## src/assert_macros.svh

```systemverilog
// Assertion macros shared by the map engine RTL.
`ifndef ASSERT_MACROS_SVH
`define ASSERT_MACROS_SVH

// Property holds at every clock edge outside reset.
`define EPTM_ASSERT(lbl, clk, rstn, prop, msg) \
  lbl: assert property (@(posedge clk) disable iff (!rstn) (prop)) else $error(msg);

// Antecedent in one cycle implies consequent in the next.
`define EPTM_ASSERT_NEXT(lbl, clk, rstn, ante, cons, msg) \
  lbl: assert property (@(posedge clk) disable iff (!rstn) (ante) |=> (cons)) else $error(msg);

`endif

```

## src/eptm_pkg.sv

```systemverilog
// Types, constants and controller/datapath interface of the EPT map engine.
package eptm_pkg;

  localparam int unsigned TablePagesDef   = 16;
  localparam int unsigned EntriesPerTable = 512;
  localparam int unsigned IdxW            = 9;
  localparam int unsigned GaW             = 48;
  localparam int unsigned HaW             = 52;
  localparam int unsigned LenW            = 40;
  localparam int unsigned EntryW          = 64;
  localparam int unsigned PagesOutW       = 5;

  localparam logic [LenW-1:0] SmallSize = LenW'(4096);
  localparam logic [LenW-1:0] BigSize   = LenW'(2 * 1024 * 1024);
  localparam logic [2:0]      MemTypeWb = 3'd6;

  typedef enum logic [1:0] {
    OP_MAP   = 2'd0,
    OP_UNMAP = 2'd1,
    OP_QUERY = 2'd2,
    OP_BAD   = 2'd3
  } op_e;

  typedef enum logic [1:0] {
    ST_OK    = 2'd0,
    ST_INVAL = 2'd1,
    ST_EXIST = 2'd2,
    ST_NOMEM = 2'd3
  } status_e;

  typedef enum logic [2:0] {
    S_CLEAR,
    S_IDLE,
    S_CHECK,
    S_ITER,
    S_RD,
    S_EVAL,
    S_CLRPG,
    S_FINISH
  } state_e;

  typedef enum logic [2:0] {
    A_DESCEND,
    A_ALLOC,
    A_LEAF,
    A_CLR_BIG,
    A_CLR_SMALL,
    A_SKIP,
    A_FAIL,
    A_DONE
  } act_e;

  typedef struct packed {
    logic    load;
    logic    iter_start;
    logic    rd;
    logic    descend;
    logic    alloc;
    logic    clr_wr;
    logic    wr_leaf;
    logic    wr_zero;
    logic    adv_small;
    logic    adv_big;
    logic    adv_skip;
    logic    rollback;
    logic    set_res;
    logic    finish;
    status_e st;
    logic    hit;
    logic    hit_big;
  } cmd_t;

  typedef struct packed {
    op_e  op;
    logic arg_bad;
    logic rem_zero;
    logic present;
    logic big;
    logic at_stop;
    logic lvl_is1;
    logic lvl_is0;
    logic pool_full;
    logic clr_last;
    logic unmap_big_ok;
    logic map_big;
    logic out_full;
  } sts_t;

endpackage

```

## src/eptm_ctrl.sv

```systemverilog
// Sequencer of the EPT map engine: walks, allocation, range iteration, rollback.
`include "assert_macros.svh"

module eptm_ctrl (
  input  logic           clk_i,
  input  logic           rst_ni,
  input  logic           in_valid_i,
  output logic           in_ready_o,
  input  eptm_pkg::sts_t sts_i,
  output eptm_pkg::cmd_t cmd_o
);
  import eptm_pkg::*;

  state_e  state_q, state_d;
  act_e    act;
  status_e act_st;
  logic    act_hit, act_hbig;

  always_ff @(posedge clk_i or negedge rst_ni) begin
    if (!rst_ni) begin
      state_q <= S_CLEAR;
    end else begin
      state_q <= state_d;
    end
  end

  // What to do with the entry just read
  always_comb begin
    act      = A_DONE;
    act_st   = ST_OK;
    act_hit  = 1'b0;
    act_hbig = 1'b0;
    case (sts_i.op)
      OP_MAP: begin
        if (sts_i.at_stop) begin
          if (sts_i.present) begin
            act = A_FAIL; act_st = ST_EXIST;
          end else begin
            act = A_LEAF;
          end
        end else if (sts_i.big) begin
          act = A_FAIL;
          act_st = (sts_i.lvl_is1 && sts_i.present) ? ST_EXIST : ST_NOMEM;
        end else if (!sts_i.present) begin
          if (sts_i.pool_full) begin
            act = A_FAIL; act_st = ST_NOMEM;
          end else begin
            act = A_ALLOC;
          end
        end else begin
          act = A_DESCEND;
        end
      end
      OP_UNMAP: begin
        if (sts_i.lvl_is0) begin
          act = A_CLR_SMALL;
        end else if (sts_i.big) begin
          if (sts_i.lvl_is1 && sts_i.present) begin
            if (sts_i.unmap_big_ok) begin
              act = A_CLR_BIG;
            end else begin
              act = A_DONE; act_st = ST_INVAL;
            end
          end else begin
            act = A_SKIP;
          end
        end else if (!sts_i.present) begin
          act = A_SKIP;
        end else begin
          act = A_DESCEND;
        end
      end
      OP_QUERY: begin
        if (sts_i.lvl_is0) begin
          act = A_DONE; act_hit = sts_i.present;
        end else if (sts_i.big) begin
          act = A_DONE;
          act_hit = sts_i.lvl_is1 && sts_i.present;
          act_hbig = 1'b1;
        end else if (!sts_i.present) begin
          act = A_DONE;
        end else begin
          act = A_DESCEND;
        end
      end
      default: begin
        act = A_DONE; act_st = ST_INVAL;
      end
    endcase
  end

  always_comb begin
    state_d = state_q;
    case (state_q)
      S_CLEAR:  if (sts_i.clr_last) state_d = S_IDLE;
      S_IDLE:   if (in_valid_i) state_d = S_CHECK;
      S_CHECK:  state_d = sts_i.arg_bad ? S_FINISH : S_ITER;
      S_ITER: begin
        state_d = (sts_i.op != OP_QUERY && sts_i.rem_zero) ? S_FINISH : S_RD;
      end
      S_RD:     state_d = S_EVAL;
      S_EVAL: begin
        case (act)
          A_DESCEND: state_d = S_RD;
          A_ALLOC:   state_d = S_CLRPG;
          A_DONE:    state_d = S_FINISH;
          default:   state_d = S_ITER;
        endcase
      end
      S_CLRPG:  if (sts_i.clr_last) state_d = S_RD;
      S_FINISH: if (!sts_i.out_full) state_d = S_IDLE;
      default:  state_d = S_IDLE;
    endcase
  end

  always_comb begin
    cmd_o      = '0;
    cmd_o.st   = ST_OK;
    in_ready_o = 1'b0;
    case (state_q)
      S_CLEAR: cmd_o.clr_wr = 1'b1;
      S_IDLE: begin
        in_ready_o = 1'b1;
        cmd_o.load = in_valid_i;
      end
      S_CHECK: begin
        cmd_o.set_res = sts_i.arg_bad;
        cmd_o.st      = ST_INVAL;
      end
      S_ITER: begin
        if (sts_i.op != OP_QUERY && sts_i.rem_zero) begin
          cmd_o.set_res = 1'b1;
        end else begin
          cmd_o.iter_start = 1'b1;
        end
      end
      S_RD: cmd_o.rd = 1'b1;
      S_EVAL: begin
        case (act)
          A_DESCEND:   cmd_o.descend = 1'b1;
          A_ALLOC:     cmd_o.alloc = 1'b1;
          A_LEAF: begin
            cmd_o.wr_leaf   = 1'b1;
            cmd_o.adv_big   = sts_i.map_big;
            cmd_o.adv_small = !sts_i.map_big;
          end
          A_CLR_BIG: begin
            cmd_o.wr_zero = 1'b1;
            cmd_o.adv_big = 1'b1;
          end
          A_CLR_SMALL: begin
            cmd_o.wr_zero   = 1'b1;
            cmd_o.adv_small = 1'b1;
          end
          A_SKIP:      cmd_o.adv_skip = 1'b1;
          A_FAIL: begin
            cmd_o.rollback = 1'b1;
            cmd_o.st       = act_st;
          end
          default: begin
            cmd_o.set_res = 1'b1;
            cmd_o.st      = act_st;
            cmd_o.hit     = act_hit;
            cmd_o.hit_big = act_hbig;
          end
        endcase
      end
      S_CLRPG:  cmd_o.clr_wr = 1'b1;
      S_FINISH: cmd_o.finish = !sts_i.out_full;
      default:  cmd_o = '0;
    endcase
  end

  `EPTM_ASSERT(ctrl_one_write, clk_i, rst_ni, $countones({cmd_o.alloc, cmd_o.wr_leaf, cmd_o.wr_zero, cmd_o.clr_wr}) <= 1, "more than one table write in a cycle")
  `EPTM_ASSERT_NEXT(ctrl_rollback_iter, clk_i, rst_ni, cmd_o.rollback, state_q == S_ITER, "rollback did not restart range")
  `EPTM_ASSERT(ctrl_finish_free, clk_i, rst_ni, !cmd_o.finish || !sts_i.out_full, "result written over a waiting beat")

endmodule

```

## config.mk

```make
export PLATFORM = sky130hd
export DESIGN_NAME = eptm_ctrl
export DESIGN_NICKNAME = d
export VERILOG_FILES = /design/src/eptm_pkg.sv /design/src/eptm_ctrl.sv
export VERILOG_INCLUDE_DIRS = /design/src /design/src/src
export SDC_FILE = /design/constraint.sdc
export NUM_CORES = 1
export LEC_CHECK = 0
export BUFFER_PORTS_ARGS = -buffer_cell sky130_fd_sc_hd__buf_2
export CAP_MARGIN = 25
export CORE_MARGIN = 2
export CORE_UTILIZATION = 45
export DETAILED_ROUTE_END_ITERATION = 16
export PLACE_DENSITY = 0.79
export SLEW_MARGIN = 10
export SYNTH_ARGS = -nofsm -noshare
export SYNTH_HDL_FRONTEND = slang
export SYNTH_SLANG_ARGS = --single-unit
```

## constraint.sdc

```tcl
create_clock -name clk_i -period 3 [get_ports clk_i]
set_clock_uncertainty 0.05 [all_clocks]
set_input_delay 0.45 -clock clk_i [delete_from_list [all_inputs] [get_ports clk_i]]
set_output_delay 0.45 -clock clk_i [all_outputs]
set_load 0.01 [all_outputs]
```

* Word-level counts from Yosys, hierarchy flattened
Index checks and enable logic that the tools add are counted.
Widths: inputs -> output; s select.
** Storage, ports and cells
- Logic and storage cells :: 97
- Output and inout port bits :: 19
- Bits of input ports :: 17
- Register bits after elaboration :: 3
** Operators by class
- Reductions and logical operators :: 12
- Muxes and demuxes :: 63
- Eq/ne operators :: 21
** Operators with widths (count)
- $mux 3 :: 18
- $mux 1 :: 26
- $eq 3x3->1 const B :: 8
- $pmux 3 s8 :: 1
- $mux 2 :: 10
- $pmux 3 s3 :: 2
- $eq 3x2->1 const B :: 4
- $ne 2x2->1 const B :: 5
- $reduce_or 7->1 :: 1
- $eq 3x1->1 const B :: 2
- $logic_not 3->1 :: 2
- $mux 6 :: 1
- $pmux 2 s3 :: 1
- $reduce_or 6->1 :: 1
- $pmux 1 s2 :: 2
- $pmux 2 s2 :: 1
- $reduce_and 4->1 :: 1
- $reduce_or 2->1 :: 2
- $pmux 1 s3 :: 1
- $eq 2x1->1 const B :: 1
- $eq 2x2->1 const B :: 1
- $logic_and 1x1->1 :: 2
- $logic_not 1->1 :: 2
- $logic_not 2->1 :: 1

* Logic depth before layout (Yosys ltp)
Gate-level depths: netlist (run 1).
- Depth after elaboration :: 9
- Mapped depth :: 11

* Worst setup path before layout (run 1)
Ideal clock, no wire load.
- Path type :: in2out
- Start :: in sts_i[8] in the netlist's numbering
- End :: out cmd_o[0] in the netlist's numbering
- Stages :: 9
- Required time :: 2.500 ns
- Path slack :: 0.241 ns
- Arrival :: 2.259 ns
- Path through :: clkbuf_1 -> nor3_1 -> o311ai_0 -> inv_1 -> ha_1 -> nor2_1 -> nand2_1 -> a211oi_1 -> and3b_1
** RTL lines
- start: declaration :: RTL line eptm_ctrl.sv:9 : input eptm_pkg::sts_t sts_i,
- end: declaration :: RTL line eptm_ctrl.sv:10 : output eptm_pkg::cmd_t cmd_o

==> results of run 1 <==
[worst max-delay path, cell delays in order]
cell and delay, ns:
buf_2 0.11, nand2b_1 0.21, nor2_1 0.10, o21ai_0 0.19
o311ai_1 0.15, buf_4 0.16, ha_1 0.30, nand2_1 0.09
a211oi_2 0.24, and3b_1 0.18, buf_2 0.13
[final cells by class]
type	instances	area, um^2	share of cell area, %
multi-input combinational	93	599	63.0
timing repair buffer	39	208	21.8
sequential	3	75.1	7.89
clock buffer	4	26.3	2.76
inverter	6	22.5	2.37
tap	16	20.0	2.11
[cells in the final DEF, fill, tap and decap left out, drive strengths merged]
cell / count
and2: 2
and3b: 2
or4b: 1
o311ai: 3
a211o: 1
nor2b: 1
o21ai: 6
dlygate4sd3: 1
nor3: 8
a21oi: 13
a31o: 2
or2: 2
o31ai: 1
o2111a: 1
a211oi: 3
buf: 38
nand3b: 2
nand2: 10
nor3b: 1
mux2: 1
nand2b: 5
and3: 5
ha: 4
clkbuf: 4
nand3: 1
inv: 6
a221o: 1
o22ai: 2
nor2: 9
and2b: 1
dfrtp: 3
o221ai: 1
o211ai: 1
a31oi: 2
a21boi: 1
[routing by layer]
| layer | vias up | GRT usage (%) | wire length (um) |
|---|---|---|---|
| met5 | - | 0 | 0 |
| met4 | 0 | 6.67 | 10 |
| met3 | 2 | 3.67 | 178 |
| met2 | 50 | 40.3 | 1050 |
| met1 | 446 | 31.9 | 1010 |
| li1 | 477 | - | - |
[kinds of logic after synthesis]
logic type	count (synthesis)	share of synthesized area, %
fa+ha+maj	4	6.86
flops	3	10.3
buf+inv	13	8.23
compound gates	38	36.0
mux	1	1.54
simple gates	50	37.1
[per-stage QoR]
stage / area [um^2] / power (mW)
2_1_floorplan: 729 / 0.357
3_3_place_gp: 910 / 0.453
3_5_place_dp: 910 / 0.464
4_1_cts: 946 / 0.539
5_1_grt: 951 / 0.601
6_report: 951 / 0.546
[what timing repair did]
| action | CTS | global route |
|---|---|---|
| setup endpoints to repair | 0 | 2 |
| hold endpoints to repair | 3 | 0 |
| hold buffers | 1 | 0 |
| setup buffers | 0 | 0 |
| gates resized for setup | 0 | 2 |
[how the worst min path moves through the flow]
stage                        start         end  slack [ns]  cells past startpoint
after floorplan             rst_ni  state_q[0]        0.10                      0
after global placement      rst_ni  state_q[0]        0.19                      1
after detailed placement    rst_ni  state_q[1]        0.20                      1
after CTS                 sts_i[3]  state_q[0]        0.44                      3
after global routing      sts_i[3]  state_q[0]        0.45                      3
final                     sts_i[3]  state_q[0]        0.44                      3
[where the power goes]
group / switching, mW / total, mW / internal [mW]
clock: 0.0209 / 0.0708 / 0.0498
combinational: 0.205 / 0.365 / 0.160
sequential: 0.0491 / 0.110 / 0.0608
total: 0.275 / 0.546 / 0.271
==> key figures, run 1 <==
Routing
  – WL/cell: 14.0 um
  – DR vias: roughly 980
  – Routed WL: 2250 um
  – Post-route antenna net violation count: 0
  – 1st-iter DRT viols: between 40 and 50
  – DR pass1 iterations: 4
  – DR vias/cell: 6.06
  – DRC violations left: 0

Yosys
  – Mapped Area: approximately 730 um^2
  – Post-synth top cells: a21oi_1 (13), nand2_1 (10), nor2_1 (8), nor3_1 (8)
  – Most common cell in the synthesized netlist: a21oi_1
  – Leading area contributor after synthesis: dfrtp_1
  – Post-synth EDFFs: 0
  – Post-synth top flop: dfrtp_1
  – Yosys warnings: 0
  – #FFs+latches synth: 3
  – Post-synth ARST share: 100%
  – Area share of the largest cell type after synthesis: approximately 10%
  – Syn_area_per_cell: roughly 6.7 um^2
  – Sequential share of the synthesized area: 10.3%
  – Synth unique cells: 37
  – Top cells by area, synth: dfrtp_1 (10%), a21oi_1 (8.9%), ha_1 (6.9%), nor3_1 (5.5%), nand2_1 (5.1%)
  – Post-Syn Nets: 130
  – Cells after Synth: 109

Critical path
  – Reg-to-reg endpoint: state_q[2]
  – Reg2reg start: state_q[0]
  – WS Path Type: in -> out
  – Crit. End Element: output port
  – Startpoint types: primary input
  – Required time of the critical path: 2.50 ns
  – Crit path max fanout: 5
  – CP Capture Point: cmd_o[1]
  – CP startpoint: sts_i[5]
  – Flop2flop setup slack: between 1 and 1.5 ns
  – Critical Path AT: between 2 and 2.5 ns
  – Worst R2R Path Depth: 6

Floorplan
  – Die ar.: 0.00196 mm^2
  – Die height: 44.3 um
  – I/O pin total: 36
  – Chip width: 44.3 um
  – Core footprint: 0.00151 mm^2
  – FP Rows: 14
  – Initial core utilization: 48.4%

Place
  – PortBufs: 35
  – Dpl cells: 156
  – DP Wirelength: 1710 um
  – Pre-CTS setup slack: roughly 0.13 ns
  – Gpl congestion: 0.884

STA
  – Final setup fails: 0
  – Fmax: 0.355 GHz
  – Rel. slew slack: 75.8%
  – Post-route minimum period: between 2 and 3 ns
  – Slew Viols, Final: 0
  – RSZ-0062 raised after global routing: false
  – Final period util: a little over nine tenths
  – Final hold slack: 0.440 ns
  – TNS Setup: 0 ns
  – Final Hold Viols: 0
  – Final WS setup: approximately 0.18 ns
  – Worst-Margin Slew: 0.362 ns

Clock tree
  – Root Buffer: clkbuf_4
  – CTS clk-pin slew, worst paths: 0.04 ns
  – Clk buf depth: 2
  – H-tree depth: 1
  – TritonCTS clock tree: yes
  – TritonCTS buffer count: 3
  – Sink Count: 3
  – Clk_lat worst skew: 0.23 ns

GRT
  – Total grt overflow: 0
  – Total track usage: 24.0%
  – Antenna violations before repair: 0
  – First-pass GRT wire length: 3730 um
  – Largest net degree at the start of global routing: 13
  – Vias in the first global route: 916

Finish
  – Post-layout util: between 60% and 70%
  – N_diodes: 0
  – Largest Register: state_q
  – Filler instances: 144
  – Area grow syn2layout: 30.4%
  – Largest register FFs: 3
  – Top flop regs: state_q x3
  – # nets final: 167
  – Final Instance Count excl. Fillers: between 150 and 200
  – Share of layout cells above drive strength 1: between 30% and 40%

Worst hold path
  – Worst min-delay path class: in -> reg

Pwr
  – Worst IR drop on VDD: 265 uV
  – Leak: 0.492 nW
  – Cell Pwr Density: 574 mW/mm^2

Status
  – Status: finished clean

Flow run
  – MaxCap Viol Count: 0
Power figures use the tool's default switching activity.
==> inputs of run 2 (changes only) <==
- CAP_MARGIN: 25 -> 20
- CORE_ASPECT_RATIO: not set -> 1.25
==> run 2 against run 1 <==
  * Register-to-register slack worse by 0.02 ns
  * Critical path depth unchanged
  * Sequential power hardly changed
  * Worst setup slack got worse by 0.016 ns
  * Non-clock buffer count did not move
  * Fmax fell by 0.56%
  * Total power is 1.6% lower
  * Global-route usage down 0.75 points
  * Routed wire length is 11% lower
==> key figures, run 2 (same netlist as run 1, synthesis figures left out) <==
STA
  – Final WS setup: 0.165 ns (-0.0159 ns)
  – Rel. slew slack: 78.5% (+2.7 points)
  – Final period util: 94.5% (+0.53 points)
  – Final setup fails: 0 (unchanged)
  – Slew Viols, Final: 0 (unchanged)
  – Worst-Margin Slew: 0.317 ns (-0.0452 ns)
  – RSZ-0062 raised after global routing: false
  – Fmax: 0.353 GHz (-0.56%)
  – Final Hold Viols: 0 (unchanged)
  – Post-route minimum period: 2.83 ns (+0.0159 ns)

Clock tree
  – Clk buf depth: 2 (unchanged)
  – Root Buffer: clkbuf_4
  – TritonCTS buffer count: 3 (unchanged)
  – Sink Count: 3 (unchanged)
  – Clk_lat worst skew: 0.23 ns (about the same)
  – TritonCTS clock tree: yes
  – Post-CTS setup buffers: 0 (unchanged)
  – H-tree depth: 1 (unchanged)
  – CTS clk-pin slew, worst paths: 0.04 ns (about the same)

GRT
  – Largest net degree at the start of global routing: 13 (unchanged)
  – Antenna violations before repair: 0 (unchanged)
  – Vias in the first global route: 842 (-8.1%)
  – Total grt overflow: 0 (unchanged)
  – Total track usage: 23.3% (-0.75 points)
  – First-pass GRT wire length: 3450 um (-7.4%)

Floorplan
  – Initial core utilization: 47.3% (-1.1 points)
  – Chip width: 40.0 um (-9.6%)
  – Die ar.: 0.00196 mm^2 (+0.11%)
  – I/O pin total: 36 (unchanged)
  – FP Rows: 16 (+2)
  – Core footprint: 0.00154 mm^2 (+2.3%)
  – Die height: 49.0 um (+11%)

Pwr
  – NetSw: 0.266 mW (-3.1%)
  – Clk pwr share: 13.1% (about the same)
  – Sw Share: 49.6% (-0.74 points)
  – Cell Int Power: 0.270 mW (-0.16%)
  – Sequential Power Share: 20.3% (+0.2 points)
  – Cell Pwr Density: 563 mW/mm^2 (-1.9%)
  – Logic pwr share: 66.5% (-0.4 points)
  – Worst IR drop on VDD: 259 uV (-2.4%)
  – Leak: 0.492 nW (unchanged)

Place
  – Gpl congestion: 0.806 (-8.9%)
  – Pre-CTS setup slack: -0.00715 ns (-0.141 ns)
  – Dpl cells: 158 (+1.3%)
  – PortBufs: 35 (unchanged)
  – DP Wirelength: 1600 um (-6.4%)
  – Placement Cell Area: 912 um^2 (+0.28%)

Finish
  – Area grow syn2layout: 30.7%
  – Final Instance Count excl. Fillers: 163 (+1.2%)
  – N_diodes: 0 (unchanged)
  – Share of layout cells above drive strength 1: 34.5% (unchanged)
  – Most common cell after layout, fill and taps aside: buf_2
  – Largest Register: state_q
  – Largest register FFs: 3 (unchanged)
  – Top flop regs: state_q x3
  – Design Area, Final: 953 um^2 (+0.26%)
  – Most frequent cells in the layout: buf_2 (35), a21oi_1 (13), nand2_1 (10)
  – Filler instances: 149 (+3.5%)
  – # nets final: 167 (unchanged)

Worst hold path
  – Hold EP: state_q[0]
  – Critical hold path startpoint: sts_i[3]
  – Worst hold path depth: 3 (unchanged)
  – Worst min-delay path class: in -> reg

Routing
  – Post-route antenna net violation count: 0 (unchanged)
  – WL/cell: 12.3 um (-12%)
  – 1st-iter DRT viols: 27 (-43%)
  – DR vias/cell: 5.79 (-4.4%)
  – DR vias: 944 (-3.2%)
  – Routed WL: 2000 um (-11%)
  – DRC violations left: 0 (unchanged)
  – DR pass1 iterations: 4 (unchanged)

Critical path
  – Reg2reg start: state_q[0]
  – CP delay by family, top: simple AND/OR/NAND/NOR gates
  – Slowest-stage cell, CP: o311ai_1
  – Required time of the critical path: 2.50 ns (about the same)
  – Crit path max fanout: 8 (+3)
  – Startpoint types: primary input
  – Cell Chain, Critical Path: buf_2 -> and2b_1 -> nor3_1 -> o311ai_1 -> inv_1 -> ha_1 -> nor2_1 -> nand2_1 -> a211oi_2 -> and3b_1 -> buf_2
  – Flop2flop setup slack: 1.26 ns (-0.02 ns)
  – WS Path Type: in -> out
  – Reg-to-reg endpoint: state_q[2]
  – Buffers and inverters on the worst path: 3 (unchanged)
  – Max incr delay on CP: 0.30 ns (about the same)
  – Crit. End Element: output port
  – Crit path top cell by count: buf_2
  – Worst R2R Path Depth: 6 (unchanged)
  – Critical Path AT: 2.33 ns (about the same)

Status
  – Status: finished clean

Flow run
  – MaxCap Viol Count: 0 (unchanged)
[run 2: cell counts in the layout (fill, tap and decap cells not counted)]
Identical to the previous run, type by type.
[run 2: how the worst max path moves through the flow]
| stage | startpoint | to | slack, ns | cells past startpoint |
|---|---|---|---|---|
| 3_3_place_gp | sts_i[9] | cmd_o[1] | 0.17 | 11 |
| 5_1_grt | sts_i[8] | cmd_o[0] | 0.03 | 11 |
| 2_1_floorplan | sts_i[8] | cmd_o[0] | 0.24 | 9 |
| 3_5_place_dp | sts_i[9] | cmd_o[0] | -0.007 | 11 |
| 4_1_cts | sts_i[9] | cmd_o[0] | 0.08 | 11 |
| 6_report | sts_i[9] | cmd_o[0] | 0.17 | 11 |
[run 2: timing repair]
action,4_1_cts,5_1_grt
endpoints found under the setup margin,2,2
hold buffers,1,0
gates cloned,0,0
hold endpoints to repair,3,0
resized for setup,1,1
[run 2: worst register-to-register path, stage by stage (launching register included)]
cell,delay (ns)
dfrtp_1,0.49
inv_1,0.20
nor3_1,0.29
buf_4,0.20
o21ai_0,0.08
o221ai_1,0.19
a221o_1,0.17
[run 2: per-layer routing]
layer | track usage, % | wire length, um | part of all wire, %
met5 | 0 | 0 | 0
met4 | 4.02 | 4 | 0.20
met3 | 2.74 | 109 | 5.4
met2 | 38.4 | 1000 | 50
met1 | 31.4 | 883 | 44
[run 2: area by class of cell]
type / instances / area, um^2 / share of cell area [%]
multi-input cells: 93 / 599 / 62.9
flip-flops and latches: 3 / 75.1 / 7.87
clock buffers: 4 / 26.3 / 2.76
repair buffers: 39 / 208 / 21.8
well taps: 18 / 22.5 / 2.36
inverters: 6 / 22.5 / 2.36
[run 2: power by group through the flow]
stage	clock [mW]	combinational (mW)	sequential, mW
after floorplan	0	0.290	0.0670
after global routing	0.0761	0.401	0.115
after detailed placement	0	0.352	0.108
after global placement	0	0.344	0.107
after CTS	0.0703	0.355	0.108
final	0.0704	0.357	0.109
[run 2: metrics by stage]
step	TNS, ns	total power [mW]	hold slack (ns)	util (%)
after floorplan	0	0.357	0.104	-
after global placement	0	0.452	0.193	59.2
after detailed placement	-0.00715	0.460	0.196	59.2
after CTS	0	0.533	0.429	61.5
after global routing	0	0.592	0.441	61.9
final	0	0.537	0.425	61.9
==> inputs of run 3 (changes only) <==
- CORE_UTILIZATION: 45 -> 35
- PLACE_DENSITY: 0.79 -> 0.64
==> run 3 against run 2 <==
  * Highest routed layer is now met3
  * Routed wire length grew 1.7%
  * Flip-flop and latch count is the same
  * Fmax grew 1.5%
  * Global-route usage shrank 5.3 points
  * Sequential share of layout area is essentially flat
==> key figures, run 3 (same netlist as run 1, synthesis figures left out) <==
Finish
  – Area grow syn2layout: 31.4%
  – Filler instances: 217 (+46%)
  – # nets final: 167 (unchanged)
  – Design Area, Final: 958 um^2 (+0.52%)
  – Most frequent cells in the layout: buf_2 (35), a21oi_1 (13), nand2_1 (10)
  – Largest register FFs: 3 (unchanged)
  – Multi-input gate area: 602 um^2 (+0.42%)
  – Most common cell after layout, fill and taps aside: buf_2
  – N_diodes: 0 (unchanged)
  – Largest Register: state_q
  – Top flop regs: state_q x3
  – Share of layout cells above drive strength 1: 34.5% (unchanged)
  – Post-layout util: 48.4% (-13 points)
  – Storage cell area: 75.1 um^2 (unchanged)

GRT
  – Largest net degree at the start of global routing: 13 (unchanged)
  – First-pass GRT wire length: 3340 um (-3.2%)
  – Total grt overflow: 0 (unchanged)
  – Total track usage: 18.0% (-5.3 points)
  – Antenna violations before repair: 0 (unchanged)
  – Vias in the first global route: 801 (-4.9%)

Clock tree
  – CTS clk-pin slew, worst paths: 0.04 ns (about the same)
  – TritonCTS buffer count: 3 (unchanged)
  – Post-CTS setup buffers: 0 (unchanged)
  – Clk_lat worst skew: 0.23 ns (about the same)
  – Clk buf depth: 2 (unchanged)
  – Sink Count: 3 (unchanged)
  – Root Buffer: clkbuf_4
  – TritonCTS clock tree: yes
  – H-tree depth: 1 (unchanged)

Pwr
  – Leak: 0.492 nW (+0.10%)
  – Worst IR drop on VDD: 306 uV (+18%)
  – Total power: 0.535 mW (-0.43%)
  – Cell Pwr Density: 558 mW/mm^2 (-0.95%)

STA
  – Fmax: 0.358 GHz (+1.5%)
  – Rel. slew slack: 75.1% (-3.4 points)
  – Worst-Margin Slew: 0.372 ns (+0.0552 ns)
  – Final period util: 93.1% (-1.4 points)
  – Final setup fails: 0 (unchanged)
  – Post-route minimum period: 2.79 ns (-0.0430 ns)
  – TNS Setup: 0 ns (unchanged)
  – Slew Viols, Final: 0 (unchanged)
  – Final hold slack: 0.422 ns (-0.00225 ns)
  – Final Hold Viols: 0 (unchanged)
  – RSZ-0062 raised after global routing: false

Place
  – Placement Cell Area: 915 um^2 (+0.27%)
  – Gpl congestion: 0.785 (-2.6%)
  – PortBufs: 35 (unchanged)
  – DP Wirelength: 1650 um (+3.2%)

Floorplan
  – Die ar.: 0.00247 mm^2 (+26%)
  – Initial core utilization: 36.8% (-11 points)
  – Chip width: 44.8 um (+12%)
  – Die height: 55.0 um (+12%)
  – Core footprint: 0.00198 mm^2 (+29%)
  – FP Rows: 18 (+2)
  – I/O pin total: 36 (unchanged)

Critical path
  – Crit. End Element: output port
  – Critical Path AT: 2.29 ns (-0.04 ns)
  – Crit path max fanout: 8 (unchanged)
  – WS Path Type: in -> out
  – Required time of the critical path: 2.50 ns (about the same)
  – Startpoint types: primary input

Routing
  – WL/cell: 12.3 um (+0.47%)
  – DR vias/cell: 5.62 (-3.0%)
  – DR pass1 iterations: 4 (unchanged)
  – DRC violations left: 0 (unchanged)
  – Post-route antenna net violation count: 0 (unchanged)
  – Routed WL: 2040 um (+1.7%)
  – 1st-iter DRT viols: 18 (-33%)
  – DR vias: 927 (-1.8%)

Flow run
  – MaxCap Viol Count: 0 (unchanged)

Worst hold path
  – Worst min-delay path class: in -> reg

Status
  – Status: finished clean
run 3: cell counts in the layout (fill, tap and decap cells not counted):
Identical to the previous run, type by type.
run 3: final timing paths:
check / startpoint / to / slack [ns] / cells past startpoint
hold / removal: sts_i[3] / state_q[0] / 0.42 / 3
setup reg to reg: state_q[0] / state_q[2] / 1.26 / 6
setup / recovery: sts_i[9] / cmd_o[1] / 0.21 / 11
max in group asynchronous: rst_ni / state_q[0] / 2.31 / 2
hold reg to reg: state_q[0] / state_q[0] / 0.74 / 2
min in group asynchronous: rst_ni / state_q[1] / 0.48 / 2
run 3: per-stage QoR:
| stage | setup WS, ns | std cells |
|---|---|---|
| global route | 0.00569 | 165 |
| detailed placement | 0.0826 | 160 |
| floorplan | 0.241 | 109 |
| CTS | 0.0654 | 165 |
| finish | 0.208 | 165 |
| global placement | 0.158 | 160 |
run 3: critical path: stages:
cell	delay (ns)
buf_2	0.13
nor2b_1	0.13
nor3b_1	0.18
a21oi_1	0.08
mux2_2	0.30
ha_1	0.22
nor2_1	0.14
nand2_1	0.07
a211oi_1	0.26
and3b_1	0.20
buf_2	0.13
run 3: repair_timing:
item	in CTS	in global routing
hold buffers	1	0
endpoints found under the hold margin	3	0
gates resized for setup	0	3
endpoints found under the setup margin	0	2
run 3: routing by layer:
layer / track usage (%) / routed length (um) / vias up
li1: - / - / 477
met1: 23.5 / 988 / 423
met2: 31.4 / 937 / 27
met3: 4.87 / 109 / 0
met4: 0 / 0 / 0
met5: 0 / 0 / -
run 3: layout make-up:
| cell class | count | area share [%] |
|---|---|---|
| Tap cell | 20 | 2.61 |
| Inverter | 6 | 2.35 |
| Timing Repair Buffer | 39 | 21.7 |
| Multi-Input combinational cell | 93 | 62.8 |
| Clock buffer | 4 | 2.74 |
| Sequential cell | 3 | 7.83 |
run 3: power by group:
part           switching [mW]  internal (mW)  total (mW)
logic                   0.194          0.160       0.354
registers              0.0479         0.0609       0.109
clock network          0.0217         0.0499      0.0716
total                   0.264          0.270       0.535
